[config.mk]
export PLATFORM = sky130hd
export DESIGN_NAME = sqe_cell
export DESIGN_NICKNAME = d
export VERILOG_FILES = /design/src/sv/stack_queue_engine_top_defines.svh /design/src/sv/sqe_pkg.sv /design/src/sv/sqe_cell.sv
export SDC_FILE = /design/constraint.sdc
export NUM_CORES = 1
export LEC_CHECK = 0
export BUFFER_PORTS_ARGS = -buffer_cell sky130_fd_sc_hd__buf_2
export CORE_MARGIN = 1
export CORE_UTILIZATION = 35
export DETAILED_ROUTE_END_ITERATION = 8
export PLACE_DENSITY = 0.68
export SYNTH_ARGS = -nofsm -noshare
export SYNTH_HDL_FRONTEND = slang
export SYNTH_SLANG_ARGS = --single-unit
[constraint.sdc]
create_clock -name i_clk -period 2.4 [get_ports i_clk]
set_clock_uncertainty 0.2 [all_clocks]
set_input_delay 0.12 -clock i_clk [delete_from_list [all_inputs] [get_ports i_clk]]
set_output_delay 0.12 -clock i_clk [all_outputs]
set_load 0.01 [all_outputs]
[src/sv/stack_queue_engine_top_defines.svh]
// Assertion macros shared by the stack/queue engine RTL.
`ifndef STACK_QUEUE_ENGINE_TOP_DEFINES_SVH
`define STACK_QUEUE_ENGINE_TOP_DEFINES_SVH

`ifndef NO_ASSERTIONS
// Implication or plain property, clocked on i_clk, off during reset.
`define SQE_ASSERT(lbl, prop, msg) \
    lbl: assert property (@(posedge i_clk) disable iff (!i_rst_n) prop) else $error(msg);
// Condition that must never be seen at a clock edge.
`define SQE_NEVER(lbl, cond, msg) \
    lbl: assert property (@(posedge i_clk) disable iff (!i_rst_n) !(cond)) else $error(msg);
`else
`define SQE_ASSERT(lbl, prop, msg)
`define SQE_NEVER(lbl, cond, msg)
`endif

`endif

[src/sv/sqe_pkg.sv]
// Types and codes of the stack/queue engine.
package sqe_pkg;

    localparam int DATA_W = 32;

    // Command codes carried in the request tuser
    typedef enum logic [2:0] {
        ACT_PUSH = 3'd0,
        ACT_POP  = 3'd1,
        ACT_PEEK = 3'd2,
        ACT_DUMP = 3'd3,
        ACT_SWAP = 3'd4
    } t_action;

    // Result status codes
    typedef enum logic [1:0] {
        ST_OK    = 2'd0,
        ST_EMPTY = 2'd1,
        ST_SHORT = 2'd2,
        ST_FULL  = 2'd3
    } t_status;

    // Operation broadcast to every cell of the chain
    typedef enum logic [2:0] {
        CO_HOLD     = 3'd0,
        CO_PUSH_TOP = 3'd1,
        CO_POP      = 3'd2,
        CO_SWAP     = 3'd3,
        CO_APPEND   = 3'd4,
        CO_ROTATE   = 3'd5
    } t_cell_op;

    typedef struct packed {
        t_cell_op            op;
        logic [DATA_W-1:0]   value;
    } t_cell_ctl;

endpackage

[src/sv/sqe_cell.sv]
// One storage cell of the chain: holds one entry, takes from a neighbor, the top cell or the command value.
module sqe_cell #(
    parameter int IDX = 0,
    parameter int CW  = 7
) (
    input  logic                        i_clk,
    input  sqe_pkg::t_cell_ctl          i_ctl,
    input  logic [CW-1:0]               i_count,
    input  logic [sqe_pkg::DATA_W-1:0]  i_above,
    input  logic [sqe_pkg::DATA_W-1:0]  i_below,
    input  logic [sqe_pkg::DATA_W-1:0]  i_top,
    output logic [sqe_pkg::DATA_W-1:0]  o_data
);
    import sqe_pkg::*;

    logic [DATA_W-1:0] r_data;
    logic [DATA_W-1:0] n_data;

    // Source select from this cell's position and the entry count
    always_comb begin
        n_data = r_data;
        case (i_ctl.op)
            CO_PUSH_TOP: n_data = i_above;
            CO_POP:      n_data = i_below;
            CO_SWAP: begin
                if (IDX == 0) begin
                    n_data = i_below;
                end else if (IDX == 1) begin
                    n_data = i_above;
                end
            end
            CO_APPEND: begin
                if (i_count == CW'(IDX)) begin
                    n_data = i_ctl.value;
                end
            end
            CO_ROTATE: begin
                // top entry wraps to the bottom, the rest move up
                if (CW'(IDX + 1) == i_count) begin
                    n_data = i_top;
                end else if (CW'(IDX + 1) < i_count) begin
                    n_data = i_below;
                end
            end
            default: n_data = r_data;
        endcase
    end

    // Entry payload, no reset
    always_ff @(posedge i_clk) begin
        r_data <= n_data;
    end

    assign o_data = r_data;

endmodule

==> impl_summary.log, run 1 <==
INFO  metric finalSetupViolCount = 0
INFO  metric post_cts_resize_count = 0
INFO  metric design.portCount = 171
INFO  metric synth_top_area_share = 31.83%
INFO  metric mappedNetlistNets = 452
INFO  metric crit_type = in2reg
INFO  metric final.setup.tns = 0 ns
INFO  metric firstDrtPassIters = 4
INFO  metric cts.sink_count = 32
INFO  metric crit_path_top_delay_cell = sky130_fd_sc_hd__or4_4
INFO  metric worst-path-max-fanout = 32
INFO  metric post-route-cell-area = 0.004078 mm2
INFO  metric numCtsBuffers = 5
INFO  metric avgRoutedWirePerCell = 17.40 um
INFO  metric grt_overflow_total = 0
INFO  metric relSlewSlack = 68.18%
INFO  metric max-vdd-ir-drop = 0.2206 mV
INFO  metric yosysTopAreaCell = sky130_fd_sc_hd__edfxtp_1
INFO  metric critical_path.cell_chain = buf_2 -> or4_4 -> o221a_2 -> or3_2 -> buf_12
INFO  metric post_dp_cell_area = 0.003998 mm2
INFO  metric viasPerCell = 5.758
INFO  metric cts_tree = done
INFO  metric final_nets = 605
INFO  metric maxSlewViolCount = 0
INFO  metric grt_max_degree = 36
INFO  metric postRouteWirelength = 9.917 mm
INFO  metric timing.critical_path.buf_inv = 2
INFO  metric via_count = 3282
INFO  metric postRouteAntennaNets = 0
INFO  metric dominant_delay_contributor_by_cell_family_on_the_critical_path = simple AND/OR/NAND/NOR gates
INFO  metric gp_congestion = 0.7928
INFO  metric p_per_area = 462.4 mW/mm2
INFO  metric cp.required = 2.23 ns
INFO  metric cts.clk_slew.worst_paths = 0.06 ns
INFO  metric syn_area = 0.003019 mm2
INFO  metric synth_cells = 311
INFO  metric finalHoldViolCount = 0
INFO  metric critical-path-max-stage-delay = 0.55 ns
INFO  metric grt_pass1_vias = 3070
INFO  metric fp-row-count = 33
INFO  metric worstMarginPinSlew = 0.4772 ns
INFO  metric drt-initial-drc-count = 156
INFO  metric num_antenna_cells = 0
INFO  metric data_arrival_critical_path = 1.72 ns
INFO  metric fin_total_pwr = 1.885 mW
INFO  metric post-cts-setup-buffer-count = 0
INFO  metric outcome = completed
INFO  metric dieWidth = 94.88 um
INFO  metric port_buffers = 170
INFO  metric layout-drive-gt1-share = 49.03%
INFO  metric synthesis.area_per_instance = 9.708 um2
INFO  metric timing.final.crit_period = 1.883 ns
INFO  metric cts-hold-fix-buffers = 0
INFO  metric timing.hold.worst.class = in2reg
INFO  metric synth.distinct_cells = 22
INFO  metric grt_antenna_before_repair = 0
INFO  metric root_cell_of_the_clock_tree = sky130_fd_sc_hd__clkbuf_8
INFO  metric max_cap_viol_count = 0
INFO  metric die_area = 0.009001 mm2
INFO  metric route.detailed.drc = 0
INFO  metric p_leak = 1.763 nW
INFO  metric synthesis.yosys.warnings = 0
INFO  metric largest_register_ff_count = 32
INFO  metric cts_htree_levels = 2
INFO  metric cp-start-kind = primary input
INFO  metric die_y = 94.88 um
INFO  metric detailed_place_hpwl = 7.139 mm
INFO  metric fin_crit_sh = 78.45%
INFO  metric area_delta_synth_final = 35.06%
INFO  metric grt_first_pass_wirelength = 14.50 mm
INFO  metric cts-root-to-sink-buffers = 2
INFO  metric seq_total_area_yosys = 31.83%
INFO  metric netlist_top_cells_area = sky130_fd_sc_hd__edfxtp_1 32%, sky130_fd_sc_hd__o211ai_2 12%, sky130_fd_sc_hd__nor4bb_1 11%
INFO  metric grt_setup_unrepaired = no
INFO  metric postSynthRegisterBits = 32
INFO  metric achievable_freq = 531.1 MHz
INFO  metric coreArea = 0.008299 mm2
INFO  metric end_kind = register
INFO  metric grtUsageTotal = 21.24%
INFO  metric floorplan.initialDensity = 36.38%
==> synth_stat cells, drive strengths merged <==
cell and n:
a21o 32, and3b 1, buf 6, clkbuf 33
edfxtp 32, ha 2, inv 2, nand2b 32
nand3 32, nor2 1, nor4 1, nor4bb 32
o2111ai 32, o211ai 33, o21ai 33, o221a 1
or2 1, or3 2, or3b 2, or4 1
==> final timing paths <==
path,from,to,slack [ns],cells past startpoint
worst max-delay path,i_count[3],o_data[10],0.52,5
worst min-delay path,i_top[31],o_data[31],0.02,3
==> layout by cell type, fill, tap and decap left out, drive strengths merged, types with 7 or more instances in the layout <==
cell type	synthesis	final
buf	6	185
nor4bb	32	32
a21o	32	32
o21ai	33	33
o211ai	33	33
o2111ai	32	32
nand3	32	32
edfxtp	32	32
clkbuf	33	7
nand2b	32	32
==> power breakdown <==
group / total [mW] / internal, mW / switching [mW]
combinational: 0.695 / 0.323 / 0.372
clock: 0.399 / 0.202 / 0.197
sequential: 0.792 / 0.756 / 0.0355
==> layer usage <==
layer / GRT usage, % / vias up / routed length [um]
met5: 0 / - / 0
met4: 8.965 / 0 / 133
met1: 24.39 / 1540 / 3934
met3: 3.462 / 11 / 796
li1: - / 1570 / -
met2: 38.61 / 161 / 5052
==> final cells by class <==
class | count | area [um2]
repair buffers | 185 | 1026
well taps | 105 | 131.4
inverters | 2 | 7.507
clock buffers | 7 | 76.32
clock inverters | 1 | 3.754
fillers | 835 | 4222
flip-flops and latches | 32 | 960.9
multi-input cells | 238 | 1872
==> through the flow <==
| stage | hold slack (ns) | utilization, % | cells | worst slack, ns |
|---|---|---|---|---|
| 2_1_floorplan | 0.1953 | - | 311 | 0.03271 |
| 3_3_place_gp | 0.3024 | 48.17 | 562 | 0.2330 |
| 3_5_place_dp | 0.3037 | 48.17 | 562 | 0.2279 |
| 4_1_cts | 0.004854 | 49.13 | 570 | 0.5132 |
| 5_1_grt | 0.01939 | 49.13 | 570 | 0.4986 |
| 6_report | 0.01507 | 49.13 | 570 | 0.5171 |
==> logic make-up (layout without fill, tap and decap cells) <==
family / count (synthesis) / count (layout) / synth area share, %
DFF: 32 / 32 / 31.83
AOI/OAI and AO/OA: 131 / 131 / 36.26
and+or+nand+nor: 105 / 105 / 24.74
buffers and inverters: 41 / 195 / 6.341
adders and majority gates: 2 / 2 / 0.8287
Note: power is estimated with default switching activity, not from simulation.
==> inputs of run 2 (changes only) <==
==> constraint.sdc (replaced) <==
create_clock -name i_clk -period 1.7 [get_ports i_clk]
set_clock_uncertainty 0.2 [all_clocks]
set_input_delay 0.085 -clock i_clk [delete_from_list [all_inputs] [get_ports i_clk]]
set_output_delay 0.085 -clock i_clk [all_outputs]
set_load 0.01 [all_outputs]
==> impl_summary.log, run 2 (synthesized netlist as in run 1, its figures left out) <==
INFO  metric area_delta_synth_final = 54.29%
INFO  metric end_kind = register
INFO  metric post-route-cell-area = 0.004658 mm2 (+14%)
INFO  metric post_dp_cell_area = 0.004128 mm2 (+3.3%)
INFO  metric cts-root-to-sink-buffers = 2 (unchanged)
INFO  metric postRouteAntennaNets = 0 (unchanged)
INFO  metric route.detailed.drc = 0 (unchanged)
INFO  metric timing.hold.worst.class = in2reg
INFO  metric detailed_place_hpwl = 7.211 mm (+1.0%)
INFO  metric globalRoute.busiestLayer = met2
INFO  metric numCtsBuffers = 5 (unchanged)
INFO  metric max-vdd-ir-drop = 0.2804 mV (+27%)
INFO  metric finalHoldViolCount = 0 (unchanged)
INFO  metric grt_first_pass_wirelength = 15.73 mm (+8.4%)
INFO  metric p_per_area = 598.3 mW/mm2 (+29%)
INFO  metric die_y = 94.88 um (unchanged)
INFO  metric grt_use_met1 = 27.51% (+3.1 points)
INFO  metric post_cts_resize_count = 0 (unchanged)
INFO  metric dominant_delay_contributor_by_cell_family_on_the_critical_path = simple AND/OR/NAND/NOR gates
INFO  metric outcome = completed
INFO  metric grtUsageTotal = 22.61% (+1.4 points)
INFO  metric timing.final.crit_period = 1.666 ns
INFO  metric holdPathEnd = o_data[12]
INFO  metric grt_max_degree = 35 (-2.8%)
INFO  metric achievable_freq = 600.2 MHz
INFO  metric cts_htree_levels = 2 (unchanged)
INFO  metric gp_congestion = 0.7866 (-0.78%)
INFO  metric num_antenna_cells = 0 (unchanged)
INFO  metric fp-row-count = 33 (unchanged)
INFO  metric dp_slack = -0.2596 ns (-0.4875 ns)
INFO  metric coreArea = 0.008299 mm2 (unchanged)
INFO  metric critical_path.cell_chain = buf_2 -> or4_4 -> o221a_4 -> or3_4 -> buf_12
INFO  metric timing.critical_path.buf_inv = 2 (unchanged)
INFO  metric data_arrival_critical_path = 1.51 ns (-0.21 ns)
INFO  metric drt-initial-drc-count = 179 (+15%)
INFO  metric crit_path_top_delay_cell = sky130_fd_sc_hd__or4_4
INFO  metric die_area = 0.009001 mm2 (unchanged)
INFO  metric via_count = 3506 (+6.8%)
INFO  metric holdPathStages = 3 (unchanged)
INFO  metric register_area = 960.9 um2 (unchanged)
INFO  metric dieWidth = 94.88 um (unchanged)
INFO  metric grt_overflow_total = 0 (unchanged)
INFO  metric critical-path-max-stage-delay = 0.56 ns (about the same)
INFO  metric floorplan.initialDensity = 36.38% (unchanged)
INFO  metric use_met3 = 3.784% (+0.32 points)
INFO  metric maxSlewViolCount = 0 (unchanged)
INFO  metric port_buffers = 170 (unchanged)
INFO  metric postRouteWirelength = 10.14 mm (+2.2%)
INFO  metric grt_pass1_vias = 3369 (+9.7%)
INFO  metric crit_type = in2reg
INFO  metric fin_crit_sh = 98.00%
INFO  metric avgRoutedWirePerCell = 16.25 um (-6.6%)
INFO  metric cts_tree = done
INFO  metric worstMarginPinSlew = 0.3852 ns (-0.09201 ns)
INFO  metric firstDrtPassIters = 4 (unchanged)
INFO  metric final_critical_path_setup_slack = 0.03396 ns (-0.4832 ns)
INFO  metric holdCritStartpoint = i_top[12]
INFO  metric most-common-layout-cells = 170 x sky130_fd_sc_hd__buf_2, 45 x sky130_fd_sc_hd__dlygate4sd3_1
INFO  metric cp-start-kind = primary input
INFO  metric grt_antenna_before_repair = 0 (unchanged)
INFO  metric grtUsageMet2 = 39.45% (+0.84 points)
INFO  metric final_common_cell = sky130_fd_sc_hd__buf_2
INFO  metric grt_setup_unrepaired = no
INFO  metric max_cap_viol_count = 0 (unchanged)
INFO  metric p_leak = 2.026 nW (+15%)
INFO  metric relSlewSlack = 73.97% (+5.8 points)
INFO  metric viasPerCell = 5.619 (-2.4%)
INFO  metric post-cts-setup-buffer-count = 0 (unchanged)
INFO  metric cp.required = 1.55 ns (-0.68 ns)
INFO  metric final_nets = 659 (+8.9%)
INFO  metric fill_cells = 757 (-9.3%)
INFO  metric design.portCount = 171 (unchanged)
INFO  metric largest_register_ff_count = 32 (unchanged)
INFO  metric multi_input_comb_area = 0.001884 mm2 (+0.67%)
INFO  metric cts.clk_slew.worst_paths = 0.06 ns (about the same)
INFO  metric root_cell_of_the_clock_tree = sky130_fd_sc_hd__clkbuf_8
INFO  metric worst-path-max-fanout = 17 (-47%)
INFO  metric cts.sink_count = 32 (unchanged)
INFO  metric finalSetupViolCount = 0 (unchanged)
INFO  metric layout-drive-gt1-share = 45.66% (-3.4 points)
==> run 2: cell count changes in the layout (fill, tap and decap cells not counted) <==
cell,change
sky130_fd_sc_hd__o21ai_1,+30
sky130_fd_sc_hd__o21ai_0,-30
sky130_fd_sc_hd__or3_4,+1
sky130_fd_sc_hd__dlygate4sd3_1,+45
sky130_fd_sc_hd__o221a_2,-1
sky130_fd_sc_hd__buf_12,+4
sky130_fd_sc_hd__o221a_4,+1
sky130_fd_sc_hd__or3_2,-1
sky130_fd_sc_hd__buf_4,+5
==> run 2: worst max-delay path by stage <==
stage	endpoint	depth (start not counted)	slack [ns]	start
5_1_grt	o_data[7]	5	0.02	i_count[2]
6_report	o_data[15]	5	0.03	i_count[2]
2_1_floorplan	o_data[0]	4	-0.22	i_count[2]
3_3_place_gp	o_data[7]	5	-0.26	i_count[2]
4_1_cts	o_data[7]	5	0.04	i_count[2]
3_5_place_dp	o_data[20]	5	-0.26	i_count[2]
==> run 2: metrics by stage <==
step | TNS, ns | hold WS, ns | power (mW) | util, % | instances
floorplan | -6.993 | 0.1603 | 1.701 | - | 311
global placement | -10.44 | 0.2599 | 2.153 | 49.74 | 571
detailed placement | -11.02 | 0.2691 | 2.168 | 49.74 | 571
CTS | 0 | 0.0008867 | 2.811 | 56.13 | 624
global route | 0 | 0.005348 | 2.954 | 56.13 | 624
finish | 0 | 0.01015 | 2.787 | 56.13 | 624
==> run 2: layer usage <==
layer  wire, um  up-vias
li1           -     1681
met5          0        -
met3        723       20
met2       5048      167
met4        229        0
met1       4134     1638
==> run 2: area by class of cell <==
type / count / area share (%)
Multi-Input combinational cell: 238 / 40.45
Timing Repair Buffer: 239 / 34.22
Sequential cell: 32 / 20.63
Tap cell: 105 / 2.820
Clock buffer: 7 / 1.638
Inverter: 2 / 0.1612
Clock inverter: 1 / 0.08058
==> run 2: timing repair <==
action / 4_1_cts / 5_1_grt
hold buffers: 45 / 0
setup endpoints to repair: 0 / 0
endpoints found under the hold margin: 30 / 0
==> run 2: power breakdown <==
group	switching [mW]	leakage [nW]	internal [mW]	total, mW
clock network	0.271	0.0399	0.285	0.556
logic	0.560	1.67	0.567	1.13
registers	0.0385	0.318	1.07	1.10
==> run 2: worst min-delay path, delay by kind of cell <==
family                 cells  cell delay, ns
buffers and inverters      1            0.08
and+or+nand+nor            1            0.07
AOI/OAI and AO/OA          1            0.15
